### src/fdv_pkg.sv
// ----------------------------------------------------------------------------
// fdv_pkg
// Types and constants shared by the finite difference velocity block.
// ----------------------------------------------------------------------------
`timescale 1ns / 1ps
`default_nettype none

package fdv_pkg;

  localparam int unsigned DIV_STEPS = 32;
  localparam int unsigned CNT_W     = $clog2(DIV_STEPS);

  localparam logic [31:0] VEL_MAX  = 32'h7FFF_FFFF;
  localparam logic [31:0] VEL_MIN  = 32'h8000_0000;
  localparam logic [31:0] VEL_ZERO = 32'h0000_0000;

  typedef struct packed {
    logic signed [31:0] sample_time;
    logic signed [31:0] sample_position;
    logic               last_sample;
  } in_item_t;

  typedef struct packed {
    logic signed [31:0] point_time;
    logic signed [31:0] point_position;
    logic signed [31:0] point_velocity;
    logic signed [31:0] velocity_min;
    logic signed [31:0] velocity_max;
    logic               end_of_run;
  } out_item_t;

  typedef enum logic [2:0] {
    ST_IDLE,
    ST_PREP,
    ST_DIV,
    ST_EMIT_DIFF,
    ST_WAIT_DIFF,
    ST_EMIT_LAST,
    ST_WAIT_LAST
  } fdv_state_e;

  typedef struct packed {
    logic capture;
    logic prep;
    logic step;
    logic emit_diff;
    logic emit_last;
    logic commit;
    logic clear;
  } fdv_cmd_t;

  typedef struct packed {
    logic have_held;
    logic last;
    logic div_done;
  } fdv_sts_t;

endpackage

`default_nettype wire

### src/fdv_ctrl.sv
// ----------------------------------------------------------------------------
// fdv_ctrl
// Sequencer: sample capture, divider steps, result hand-off and run end.
// ----------------------------------------------------------------------------
`timescale 1ns / 1ps
`default_nettype none

module fdv_ctrl (
  input  wire logic             clk_i,
  input  wire logic             rst_ni,
  input  wire logic             in_valid_i,
  output logic                  in_stall_o,
  output logic                  out_valid_o,
  input  wire logic             out_stall_i,
  input  wire fdv_pkg::fdv_sts_t sts_i,
  output fdv_pkg::fdv_cmd_t     cmd_o
);
  import fdv_pkg::*;

  fdv_state_e state_q, state_d;

  always_ff @(posedge clk_i or negedge rst_ni) begin
    if (!rst_ni) begin
      state_q <= ST_IDLE;
    end else begin
      state_q <= state_d;
    end
  end

  always_comb begin
    state_d = state_q;
    case (state_q)
      ST_IDLE: begin
        if (in_valid_i) state_d = ST_PREP;
      end
      ST_PREP: begin
        if (sts_i.have_held) state_d = ST_DIV;
        else if (sts_i.last) state_d = ST_EMIT_LAST;
        else                 state_d = ST_IDLE;
      end
      ST_DIV: begin
        if (sts_i.div_done) state_d = ST_EMIT_DIFF;
      end
      ST_EMIT_DIFF: state_d = ST_WAIT_DIFF;
      ST_WAIT_DIFF: begin
        if (!out_stall_i) state_d = sts_i.last ? ST_EMIT_LAST : ST_IDLE;
      end
      ST_EMIT_LAST: state_d = ST_WAIT_LAST;
      ST_WAIT_LAST: begin
        if (!out_stall_i) state_d = ST_IDLE;
      end
      default: state_d = ST_IDLE;
    endcase
  end

  always_comb begin
    cmd_o       = '0;
    in_stall_o  = 1'b1;
    out_valid_o = 1'b0;
    case (state_q)
      ST_IDLE: begin
        in_stall_o    = 1'b0;
        cmd_o.capture = in_valid_i;
      end
      ST_PREP: begin
        cmd_o.prep   = 1'b1;
        cmd_o.commit = !sts_i.have_held && !sts_i.last;
      end
      ST_DIV:       cmd_o.step      = 1'b1;
      ST_EMIT_DIFF: cmd_o.emit_diff = 1'b1;
      ST_WAIT_DIFF: begin
        out_valid_o  = 1'b1;
        cmd_o.commit = !out_stall_i && !sts_i.last;
      end
      ST_EMIT_LAST: cmd_o.emit_last = 1'b1;
      ST_WAIT_LAST: begin
        out_valid_o = 1'b1;
        cmd_o.clear = !out_stall_i;
      end
      default: begin
        cmd_o = '0;
      end
    endcase
  end

endmodule

`default_nettype wire

### src/fdv_dp.sv
// ----------------------------------------------------------------------------
// fdv_dp
// Datapath: held point, restoring divider, saturation, min/max, result reg.
// ----------------------------------------------------------------------------
`timescale 1ns / 1ps
`default_nettype none

module fdv_dp (
  input  wire logic              clk_i,
  input  wire logic              rst_ni,
  input  wire fdv_pkg::in_item_t in_data_i,
  input  wire fdv_pkg::fdv_cmd_t cmd_i,
  output fdv_pkg::fdv_sts_t      sts_o,
  output fdv_pkg::out_item_t     out_data_o
);
  import fdv_pkg::*;

  logic [31:0]      cur_t_q, cur_x_q, held_t_q, held_x_q;
  logic             cur_last_q;
  logic             have_held_q, started_q;
  logic [31:0]      vel_q, min_q, max_q;
  logic [31:0]      rem_q, quo_q, dvs_q;
  logic             neg_q, sat_q, zero_q;
  logic [CNT_W-1:0] cnt_q;
  out_item_t        out_q;

  logic [32:0] dt_w, dx_w, dx_abs_w;
  logic [31:0] dx_mag_w;
  logic [32:0] shifted_w, sub_w;
  logic        ge_w;
  logic [31:0] vel_w, trk_v_w, min_w, max_w;

  always_comb begin
    dt_w     = {cur_t_q[31], cur_t_q} - {held_t_q[31], held_t_q};
    dx_w     = {cur_x_q[31], cur_x_q} - {held_x_q[31], held_x_q};
    dx_abs_w = dx_w[32] ? (~dx_w + 33'd1) : dx_w;
    dx_mag_w = dx_abs_w[31:0];

    shifted_w = {rem_q, quo_q[31]};
    ge_w      = shifted_w >= {1'b0, dvs_q};
    sub_w     = shifted_w - {1'b0, dvs_q};

    if (zero_q) begin
      vel_w = VEL_ZERO;
    end else if (sat_q) begin
      vel_w = neg_q ? VEL_MIN : VEL_MAX;
    end else if (neg_q) begin
      vel_w = (quo_q > VEL_MIN) ? VEL_MIN : (~quo_q + 32'd1);
    end else begin
      vel_w = quo_q[31] ? VEL_MAX : quo_q;
    end

    trk_v_w = cmd_i.emit_diff ? vel_w : vel_q;
    if (!started_q) begin
      min_w = trk_v_w;
      max_w = trk_v_w;
    end else begin
      min_w = ($signed(trk_v_w) < $signed(min_q)) ? trk_v_w : min_q;
      max_w = ($signed(trk_v_w) > $signed(max_q)) ? trk_v_w : max_q;
    end
  end

  always_ff @(posedge clk_i or negedge rst_ni) begin
    if (!rst_ni) begin
      have_held_q <= 1'b0;
      started_q   <= 1'b0;
      cnt_q       <= '0;
    end else begin
      if (cmd_i.prep) cnt_q <= '0;
      else if (cmd_i.step) cnt_q <= cnt_q + CNT_W'(1);
      if (cmd_i.emit_diff || cmd_i.emit_last) started_q <= 1'b1;
      if (cmd_i.commit) have_held_q <= 1'b1;
      if (cmd_i.clear) begin
        have_held_q <= 1'b0;
        started_q   <= 1'b0;
      end
    end
  end

  always_ff @(posedge clk_i) begin
    if (cmd_i.capture) begin
      cur_t_q    <= in_data_i.sample_time;
      cur_x_q    <= in_data_i.sample_position;
      cur_last_q <= in_data_i.last_sample;
      vel_q      <= VEL_ZERO;
    end
    if (cmd_i.prep) begin
      zero_q <= dt_w[32] || (dt_w == 33'd0);
      neg_q  <= dx_w[32];
      sat_q  <= {16'd0, dx_mag_w[31:16]} >= dt_w[31:0];
      dvs_q  <= dt_w[31:0];
      rem_q  <= {16'd0, dx_mag_w[31:16]};
      quo_q  <= {dx_mag_w[15:0], 16'd0};
    end
    if (cmd_i.step) begin
      rem_q <= ge_w ? sub_w[31:0] : shifted_w[31:0];
      quo_q <= {quo_q[30:0], ge_w};
    end
    if (cmd_i.emit_diff) begin
      vel_q                <= vel_w;
      out_q.point_time     <= held_t_q;
      out_q.point_position <= held_x_q;
      out_q.point_velocity <= vel_w;
      out_q.end_of_run     <= 1'b0;
    end
    if (cmd_i.emit_last) begin
      out_q.point_time     <= cur_t_q;
      out_q.point_position <= cur_x_q;
      out_q.point_velocity <= vel_q;
      out_q.end_of_run     <= 1'b1;
    end
    if (cmd_i.emit_diff || cmd_i.emit_last) begin
      min_q              <= min_w;
      max_q              <= max_w;
      out_q.velocity_min <= min_w;
      out_q.velocity_max <= max_w;
    end
    if (cmd_i.commit) begin
      held_t_q <= cur_t_q;
      held_x_q <= cur_x_q;
    end
  end

  assign sts_o.have_held = have_held_q;
  assign sts_o.last      = cur_last_q;
  assign sts_o.div_done  = (cnt_q == CNT_W'(DIV_STEPS - 1));
  assign out_data_o      = out_q;

endmodule

`default_nettype wire

### src/finite_difference_velocity_top.sv
// ----------------------------------------------------------------------------
// finite_difference_velocity_top
// Forward-difference velocity of a Q16.16 (time, position) trajectory.
// ----------------------------------------------------------------------------
// One sample is taken at a time. A sample that follows a held point goes
// through capture, set-up, 32 steps of the bit-serial restoring divider and
// result load before its result is offered, and the result then waits under
// out_stall_i; a final sample adds a second result load and one more result
// transaction. A first sample that is not final is captured and then made the
// held point in set-up. in_stall_o stays high while a sample is being worked on.
`timescale 1ns / 1ps
`default_nettype none

module finite_difference_velocity_top (
  input  wire logic               clk_i,
  input  wire logic               rst_ni,
  input  wire logic               in_valid_i,
  output logic                    in_stall_o,
  input  wire fdv_pkg::in_item_t  in_data_i,
  output logic                    out_valid_o,
  input  wire logic               out_stall_i,
  output fdv_pkg::out_item_t      out_data_o
);
  import fdv_pkg::*;

  fdv_cmd_t cmd;
  fdv_sts_t sts;

  fdv_ctrl u_ctrl (
    .clk_i       (clk_i),
    .rst_ni      (rst_ni),
    .in_valid_i  (in_valid_i),
    .in_stall_o  (in_stall_o),
    .out_valid_o (out_valid_o),
    .out_stall_i (out_stall_i),
    .sts_i       (sts),
    .cmd_o       (cmd)
  );

  fdv_dp u_dp (
    .clk_i      (clk_i),
    .rst_ni     (rst_ni),
    .in_data_i  (in_data_i),
    .cmd_i      (cmd),
    .sts_o      (sts),
    .out_data_o (out_data_o)
  );

`ifndef SYNTH
  a_out_blocks_in: assert property (@(posedge clk_i) disable iff (!rst_ni)
    out_valid_o |-> in_stall_o)
    else $error("input taken while a result is pending");

  a_accept_busy: assert property (@(posedge clk_i) disable iff (!rst_ni)
    (in_valid_i && !in_stall_o) |=> in_stall_o)
    else $error("not busy after sample transaction");

  a_min_le_max: assert property (@(posedge clk_i) disable iff (!rst_ni)
    out_valid_o |-> ($signed(out_data_o.velocity_min) <= $signed(out_data_o.velocity_max)))
    else $error("velocity min above max");

  a_run_end_idle: assert property (@(posedge clk_i) disable iff (!rst_ni)
    (out_valid_o && !out_stall_i && out_data_o.end_of_run) |=> !in_stall_o)
    else $error("not idle after end of run");
`endif

endmodule

`default_nettype wire

### config.mk
export PLATFORM = sky130hd
export DESIGN_NAME = finite_difference_velocity_top
export DESIGN_NICKNAME = d
export VERILOG_FILES = /design/src/fdv_pkg.sv /design/src/fdv_ctrl.sv /design/src/fdv_dp.sv /design/src/finite_difference_velocity_top.sv
export SDC_FILE = /design/constraint.sdc
export NUM_CORES = 1
export LEC_CHECK = 0
export ABC_AREA = 1
export BUFFER_PORTS_ARGS = -buffer_cell sky130_fd_sc_hd__buf_2
export CAP_MARGIN = 20
export CORE_UTILIZATION = 50
export CTS_BUF_LIST = sky130_fd_sc_hd__clkbuf_8
export CTS_CLUSTER_SIZE = 24
export DETAILED_ROUTE_END_ITERATION = 8
export MAX_ROUTING_LAYER = met4
export PLACE_DENSITY_LB_ADDON = 0.1
export SKIP_LAST_GASP = 1
export SYNTH_ARGS = -nofsm -noshare
export SYNTH_HDL_FRONTEND = slang
export SYNTH_SLANG_ARGS = --single-unit
### constraint.sdc
create_clock -name clk_i -period 19.7 [get_ports clk_i]
set_clock_uncertainty 0.15 [all_clocks]
set_input_delay 1.97 -clock clk_i [delete_from_list [all_inputs] [get_ports clk_i]]
set_output_delay 1.97 -clock clk_i [all_outputs]
set_load 0.1 [all_outputs]
==> results.json, run 1 <==
{
  "first_global_vias": 20270,
  "reg2reg_slack_ps": 13670,
  "slew_viol_final": 0,
  "hold_start": "u_dp.out_data_o[0]$_SDFFE_PP1N_",
  "cts_tree": "done",
  "synth.most_common_cell": "nand2_1",
  "hold_violations": 0,
  "timing.fmax_mhz": 165.8,
  "grt_overflow": 0,
  "post-route-period-util_pct": 30.62,
  "synth-seq-cells": 431,
  "required_ps": 19900,
  "drc": 0,
  "ys_seq_area_share_pct": 50.12,
  "rsz0062_at_grt": "false",
  "wirelength_um": 64500,
  "fillCellCount": 4654,
  "r2r-end": "u_dp.max_q[3]$_DFFE_PP_",
  "synth-warning-count": 0,
  "fp.dieArea_um2": 52320,
  "clk_pin_slew_worst_paths_ps": 60,
  "syn_avg_cell_area_um2": 8.996,
  "period_needed_ps": 6032,
  "htree_num_levels": 3,
  "multi_input_comb_area_um2": 10970,
  "rows": 82,
  "run_status": "complete, no violations",
  "cts_root_buffer": "clkbuf_8",
  "drive_gt1_share_pct": 12.87,
  "r2r_start": "u_dp.quo_q[0]$_SDFFCE_PN0P_",
  "cap_viol_max_count": 0,
  "cts_sinks": 431,
  "ys_top_cells_by_area": "edfxtp_1, nand2_1, ha_1, inv_1, o21ai_0",
  "worst_slack_ps": 13670,
  "insertion_delay_ps": 660,
  "syn_to_final_growth_pct": 12.44,
  "startpoint_type": "flop",
  "worstSetupStartpoint": "u_dp.quo_q[0]$_SDFFCE_PN0P_",
  "start_util_pct": 50.92,
  "seq_area_um2": 12880,
  "utilization_pct": 57.25,
  "synth.largest_area_cell": "edfxtp_1",
  "synth_edf_count": 420,
  "track_usage_pct": 25.62,
  "num_io_pins": 232,
  "cts_setup_buffers": 0,
  "setup_viol_count_final": 0,
  "finalNetCount": 3371,
  "slew_headroom_pct": 33.75,
  "min_path_cells": 2,
  "yosys-top-cells-count": "nand2_1, edfxtp_1, inv_1",
  "vias_per_cell": 5.275,
  "yosys_most_used_dff": "edfxtp_1",
  "ant_nets": 0,
  "core_area_um2": 50480,
  "wire_per_inst_um": 16.78,
  "syn_nets": 3108,
  "hpwl_um": 48650,
  "synth_cell_types": 66,
  "post_cts_resized": 0,
  "synthArstFlopShare_pct": 2.320,
  "critPathMaxFanout": 18,
  "numPortBuffers": 231,
  "grt_max_degree": 95,
  "num_vias": 20280,
  "ff2ff_path_depth": 26,
  "die_w_um": 228.7,
  "crit_type": "flop to flop",
  "netlist_instances": 2857,
  "tns_ps": 0,
  "end_kind": "flop",
  "globalplace.congestion": 0.9370,
  "cts_buffers": 76,
  "cts_hold_buf": 0,
  "first_pass_iters": 5,
  "fp.dieH_um": 228.7,
  "grt_pass1_wl_um": 104600,
  "tightest_slew_ps": 993.8,
  "yosysTopAreaCellShare_pct": 49.07,
  "antenna_found_initial": 0,
  "post-place-ws_ps": 13720,
  "drt_iter0_drc": 1333,
  "cts_buffer_depth": 3,
  "netlist_area_um2": 25700,
  "hold_class": "flop to flop",
  "hold_path_end": "u_dp.out_data_o[0]$_SDFFE_PP1N_",
  "crit_arrival_ps": 6230
}
## cells by family after synthesis
kind of cell / after synthesis / synth area share, %
compound gates: 531 / 11.51
xor+xnor: 107 / 3.851
fa+ha+maj: 182 / 8.948
buf+inv: 479 / 7.380
flops: 431 / 50.12
simple gates: 1127 / 18.19
## through the flow
step	instance area, µm²	std cells	hold WS, ps
after floorplan	25700	2857	276.4
after global placement	27530	3713	288.1
after detailed placement	27560	3714	309.7
after CTS	28900	3843	320.2
after global routing	28900	3843	330.6
final	28900	3844	323.6
## registers in the layout, summed over array words and instances (netlist names), 32 cells and up
name,flops
u_dp.out_data_o,97
u_dp.cur_t_q,32
u_dp.cur_x_q,32
u_dp.dvs_q,32
u_dp.held_t_q,32
u_dp.held_x_q,32
u_dp.max_q,32
u_dp.min_q,32
u_dp.quo_q,32
u_dp.rem_q,32
u_dp.vel_q,32
## placed cells by master, fill, tap and decap left out, types with 19 or more instances in the layout
| master | netlist | layout |
|---|---|---|
| nand4_1 | 30 | 30 |
| ha_1 | 179 | 179 |
| nand2_1 | 631 | 629 |
| o21ai_1 | 19 | 19 |
| nor2_1 | 266 | 262 |
| nor3_1 | 33 | 33 |
| a21oi_1 | 162 | 162 |
| o21ai_0 | 247 | 246 |
| nand3_1 | 117 | 117 |
| inv_1 | 411 | 429 |
| clkbuf_8 | 6 | 79 |
| buf_2 | 7 | 231 |
| xor2_1 | 62 | 62 |
| edfxtp_1 | 420 | 420 |
| xnor2_1 | 38 | 38 |
## layer usage
metal	share of wire (%)	GRT usage [%]	wire [µm]	vias up
met5	0	-	0	-
met4	2.8	9.438	1816	0
met3	4.7	3.468	3021	113
met2	46	40.43	29680	523
met1	46	33.72	29980	9451
li1	-	-	-	10190
## final cells by class
| type | instances | share of cell area (%) |
|---|---|---|
| Multi-Input combinational cell | 1947 | 37.95 |
| Clock inverter | 50 | 0.8659 |
| Antenna cell | 1 | 0.008659 |
| Sequential cell | 431 | 44.58 |
| Clock buffer | 79 | 3.762 |
| Timing Repair Buffer | 249 | 4.537 |
| Tap cell | 672 | 2.909 |
| Inverter | 415 | 5.390 |
## critical path: stages, from the launching register on
cell and delay, ps:
edfxtp_1 420, inv_1 110, ha_1 190, nand2_1 100
nor2_2 240, nand2_1 140, nor2_1 140, nand2_1 80
nor2_1 130, nand2_1 90, nor2_1 130, nand3_1 140
xor2_1 160, o21ai_0 130, o21ai_0 110, nand2_1 100
nand2_1 100, o21ai_0 400, ha_1 190, nand2_1 60
or4_1 570, nor4_1 610, a21oi_1 200, nand2_1 90
nand3_1 120, a21boi_4 590, buf_16 240
## how the worst max path moves through the flow
| stage | end | slack (ps) |
|---|---|---|
| global route | u_dp.max_q[3]$_DFFE_PP_ | 13220 |
| floorplan | u_dp.max_q[0]$_DFFE_PP_ | 13140 |
| finish | u_dp.max_q[3]$_DFFE_PP_ | 13670 |
| CTS | u_dp.max_q[13]$_DFFE_PP_ | 13700 |
| global placement | u_dp.max_q[2]$_DFFE_PP_ | 13540 |
| detailed placement | u_dp.max_q[1]$_DFFE_PP_ | 13720 |
Power of run 1 is left out: the tool's default activity adds up to more than one toggle a clock period on the data nets, which glitch-free logic cannot reach.
==> run 2: changes to the inputs <==
ABC_AREA = 0   (was 1)
clock period = 5.3 ns   (was 19.7 ns; I/O delays follow)
==> results.json, run 2 <==
{
  "antenna_found_initial": 0,
  "drt_iter0_drc": 1270,
  "final_cell_area_um2": 31020,
  "num_io_pins": 232,
  "finalNetCount": 3171,
  "rsz0062_at_grt": "true",
  "run_status": "finished, violations left",
  "tightest_slew_ps": 881.6,
  "syn_nets": 2654,
  "required_ps": 5510,
  "htree_num_levels": 3,
  "slew_viol_final": 0,
  "fp.dieArea_um2": 51060,
  "rows": 81,
  "timing.fmax_mhz": 180.8,
  "hold_class": "input pin to flop",
  "hold_ws_ps": 129.0,
  "ff2ff_path_depth": 24,
  "crit_arrival_ps": 5740,
  "ys_top_cells_by_area": "edfxtp_1, ha_1, a21oi_1, o21ai_0, nand2_1",
  "numPortBuffers": 231,
  "wire_per_inst_um": 17.54,
  "utilization_pct": 62.99,
  "first_pass_iters": 5,
  "drive_gt1_share_pct": 21.93,
  "cts_tree": "done",
  "netlist_instances": 2403,
  "violations": "setup timing",
  "crit_type": "flop to flop",
  "synth.most_common_cell": "edfxtp_1",
  "netlist_area_um2": 25080,
  "clk_pin_slew_worst_paths_ps": 60,
  "largest_reg_flops": 97,
  "insertion_delay_ps": 640,
  "synth_edf_count": 420,
  "core_area_um2": 49250,
  "yosys-top-cells-count": "edfxtp_1, nand2_1, inv_1",
  "setup_viol_count_final": 64,
  "tns_ps": -8944,
  "globalplace.congestion": 0.9072,
  "die_w_um": 226.0,
  "final_cell_mix": "edfxtp_1, inv_1, buf_2",
  "cts_sinks": 431,
  "end_kind": "flop",
  "grt_overflow": 0,
  "cts_buffers": 77,
  "grt_max_degree": 88,
  "fp.dieH_um": 226.0,
  "drc": 0,
  "yosysTopAreaCellShare_pct": 50.29,
  "mostFrequentLayoutCell": "edfxtp_1",
  "hpwl_um": 45930,
  "synth_cell_types": 99,
  "wirelength_um": 63860,
  "ys_seq_area_share_pct": 51.37,
  "cts_root_buffer": "clkbuf_8",
  "syn_to_final_growth_pct": 23.71,
  "synth-warning-count": 0,
  "synth.largest_area_cell": "edfxtp_1",
  "hold_violations": 0,
  "num_vias": 20140,
  "start_util_pct": 50.91,
  "cap_viol_max_count": 0,
  "yosys_most_used_dff": "edfxtp_1",
  "place_area_um2": 28340,
  "ant_nets": 0,
  "period_needed_ps": 5531,
  "syn_avg_cell_area_um2": 10.44,
  "synth-seq-cells": 431,
  "first_global_vias": 19480,
  "grt_pass1_wl_um": 101400,
  "critPathMaxFanout": 8,
  "slew_headroom_pct": 41.23,
  "startpoint_type": "flop",
  "worst_slack_ps": -230.7,
  "post-route-period-util_pct": 104.4,
  "diodes": 0,
  "track_usage_pct": 25.82,
  "synthArstFlopShare_pct": 2.320,
  "vias_per_cell": 5.531,
  "cts_buffer_depth": 3,
  "min_path_cells": 3
}
-- run 2: cell type report --
type                       instances  area (µm²)
clock buffer                      80        1101
multi-input combinational       1668       11390
sequential                       431       12880
tap                              664       830.8
clock inverter                    57       329.1
fill                            4151       18230
timing repair buffer             515        3636
inverter                         227       854.6
-- run 2: logic make-up (layout without fill, tap and decap cells) --
| logic type | Yosys count | count (layout) | synth area share [%] |
|---|---|---|---|
| simple gates | 685 | 685 | 13.13 |
| xor+xnor | 101 | 101 | 3.557 |
| buf+inv | 304 | 879 | 4.745 |
| flops | 431 | 431 | 51.37 |
| mux | 17 | 17 | 0.6885 |
| fa+ha+maj | 182 | 182 | 9.170 |
| compound gates | 683 | 683 | 17.34 |
-- run 2: worst paths after layout --
path | from | endpoint | slack (ps)
worst min register to register | u_dp.cur_t_q[0]$_DFFE_PP_ | u_dp.held_t_q[0]$_DFFE_PP_ | 320
min in group asynchronous | rst_ni | u_ctrl.state_q[2]$_DFFE_PN0P_ | 150
max in group asynchronous | rst_ni | u_dp.cnt_q[0]$_DFFE_PN0P_ | 4640
worst max-delay path | u_dp.quo_q[1]$_SDFFCE_PN0P_ | u_dp.min_q[24]$_DFFE_PP_ | -230
worst max register to register | u_dp.quo_q[1]$_SDFFCE_PN0P_ | u_dp.min_q[24]$_DFFE_PP_ | -230
worst min-delay path | out_stall_i | u_ctrl.state_q[2]$_DFFE_PN0P_ | 130
-- run 2: metal layers --
metal	wire (µm)	vias up	track usage, %	share of wire [%]
met1	29960	9650	35.55	47
met5	0	-	-	0
met2	29090	562	39.14	46
li1	-	9841	-	-
met4	1478	0	8.712	2.3
met3	3329	90	3.721	5.2
-- run 2: critical path, cell delays in order (launching register included) --
cell       delay, ps
edfxtp_1         400
buf_6            140
nor4_4           290
nand3_2          150
or4b_4           560
or4b_4           500
or3_4            410
nor3_2           150
xnor2_1          140
nor2_1            70
nor4_1           250
a21o_1           190
ha_1             160
nand4_1          110
nor2_1           130
nand2_1          100
or3_4            350
nor2_2            80
nor2_1            40
o21ai_1          100
mux2i_1          210
nand2_1          110
a21boi_4         160
buf_4            150
clkbuf_16        150
-- run 2: per-stage QoR --
step                      instances  setup WS (ps)
final                          3642         -230.7
after global routing           3642         -460.1
after CTS                      3625         -177.6
after detailed placement       3412         -293.3
after global placement         3412         -200.9
after floorplan                2403          -1969
-- run 2: repair_timing --
item | in CTS | in global routing
gates cloned | 1 | 3
hold buffers | 66 | 0
hold endpoints to repair | 75 | 0
setup endpoints to repair | 65 | 65
buffers inserted | 9 | 14
pin swaps | 19 | 17
resized for setup | 40 | 34
Power of run 2 is left out for the same reason.
==> run 3: changes to the inputs <==
ABC_AREA = 1   (was 0)
==> results.json, run 3 (same netlist as run 1, synthesis figures left out) <==
{
  "run_status": "complete, no violations",
  "cp_common_cell": "nand2_1",
  "rows": 82,
  "drc": 0,
  "die_w_um": 228.7,
  "period_needed_ps": 4968,
  "min_path_cells": 3,
  "crit_type": "flop to flop",
  "num_vias": 20660,
  "largest_reg_flops": 97,
  "cts_root_buffer": "clkbuf_8",
  "first_global_vias": 20520,
  "crit_arrival_ps": 5230,
  "r2r-end": "u_dp.max_q[20]$_DFFE_PP_",
  "post-route-period-util_pct": 93.74,
  "cts_tree": "done",
  "utilization_pct": 59.83,
  "cts_sinks": 431,
  "hpwl_um": 49820,
  "worst_path_max_delay_cell": "or4_4",
  "hold_class": "input pin to flop",
  "mostFrequentLayoutCell": "nand2_1",
  "startpoint_type": "flop",
  "wire_per_inst_um": 16.70,
  "syn_to_final_growth_pct": 17.50,
  "cap_viol_max_count": 0,
  "grt_max_degree": 95,
  "tightest_slew_ps": 1145,
  "globalplace.congestion": 0.8836,
  "start_util_pct": 50.92,
  "required_ps": 5560,
  "clk_pin_slew_worst_paths_ps": 60,
  "cts_buffer_depth": 3,
  "fp.dieArea_um2": 52320,
  "reg2reg_slack_ps": 330,
  "cts_buffers": 77,
  "track_usage_pct": 25.96,
  "grt_overflow": 0,
  "cpPeakStageDelay_ps": 560,
  "hold_start": "in_valid_i",
  "end_kind": "flop",
  "drt_iter0_drc": 1188,
  "ff2ff_path_depth": 26,
  "setup_viol_count_final": 0,
  "fp.dieH_um": 228.7,
  "critPathMaxFanout": 12,
  "grt_pass1_wl_um": 105800,
  "slew_headroom_pct": 22.71,
  "hold_violations": 0,
  "wirelength_um": 66120,
  "hold_path_end": "u_ctrl.state_q[1]$_DFFE_PN0P_",
  "numPortBuffers": 231,
  "vias_per_cell": 5.217,
  "core_area_um2": 50480,
  "antenna_found_initial": 1,
  "htree_num_levels": 3,
  "first_pass_iters": 5,
  "ant_nets": 0,
  "insertion_delay_ps": 660,
  "final_cell_mix": "nand2_1, inv_1, edfxtp_1",
  "r2r_start": "u_dp.quo_q[2]$_SDFFCE_PN0P_",
  "finalNetCount": 3479,
  "timing.fmax_mhz": 201.3,
  "drive_gt1_share_pct": 14.67,
  "slew_viol_final": 0,
  "num_io_pins": 232
}
==> run 3: what timing repair did <==
action | CTS | global route
hold endpoints to repair | 77 | 0
gates resized for setup | 0 | 30
hold buffers | 67 | 0
endpoints found under the setup margin | 0 | 65
setup buffers | 0 | 8
==> run 3: how the worst max path moves through the flow <==
| stage | cells after the start | startpoint | to |
|---|---|---|---|
| global route | 28 | u_dp.quo_q[0]$_SDFFCE_PN0P_ | u_dp.max_q[20]$_DFFE_PP_ |
| detailed placement | 29 | u_dp.quo_q[0]$_SDFFCE_PN0P_ | u_dp.min_q[2]$_DFFE_PP_ |
| floorplan | 23 | u_dp.quo_q[1]$_SDFFCE_PN0P_ | u_dp.max_q[0]$_DFFE_PP_ |
| CTS | 29 | u_dp.quo_q[0]$_SDFFCE_PN0P_ | u_dp.min_q[18]$_DFFE_PP_ |
| finish | 26 | u_dp.quo_q[2]$_SDFFCE_PN0P_ | u_dp.max_q[20]$_DFFE_PP_ |
| global placement | 29 | u_dp.quo_q[0]$_SDFFCE_PN0P_ | u_dp.min_q[3]$_DFFE_PP_ |
==> run 3: metrics by stage <==
stage / TNS (ps) / instances / instance area (µm²) / hold slack, ps / worst slack [ps]
after floorplan: -36070 / 2857 / 25760 / 84.41 / -1127
final: 0 / 3960 / 30200 / 86.80 / 331.9
after CTS: 0 / 3948 / 29950 / 46.16 / 238.6
after detailed placement: 0 / 3744 / 27850 / 264.8 / 285.6
after global placement: 0 / 3744 / 27850 / 259.9 / 333.0
after global routing: -1171 / 3959 / 30200 / 58.17 / -58.44
==> run 3: final cells by class <==
type / instances / area (µm²)
Inverter: 415 / 1558
Tap cell: 672 / 840.8
Clock buffer: 85 / 1170
Clock inverter: 52 / 252.7
Timing Repair Buffer: 356 / 2335
Multi-Input combinational cell: 1947 / 11160
Antenna cell: 2 / 5.005
Fill cell: 4514 / 20280
Sequential cell: 431 / 12880
==> run 3: metal layers <==
layer / global-route usage, % / vias up / part of all wire, %
li1: - / 10420 / -
met1: 33.51 / 9682 / 46
met2: 41.90 / 458 / 47
met3: 3.855 / 102 / 4.1
met4: 8.620 / 0 / 2.8
met5: - / - / 0
==> run 3: critical path, delay by kind of cell, from the launching register on <==
family	cells	cell delay (ps)
adder cells (fa/ha/maj)	1	310
AND/OR/NAND/NOR	18	2890
flip-flops	1	490
buffers and inverters	3	390
AO/OA/AOI/OAI	4	480
Power of run 3 is left out for the same reason.
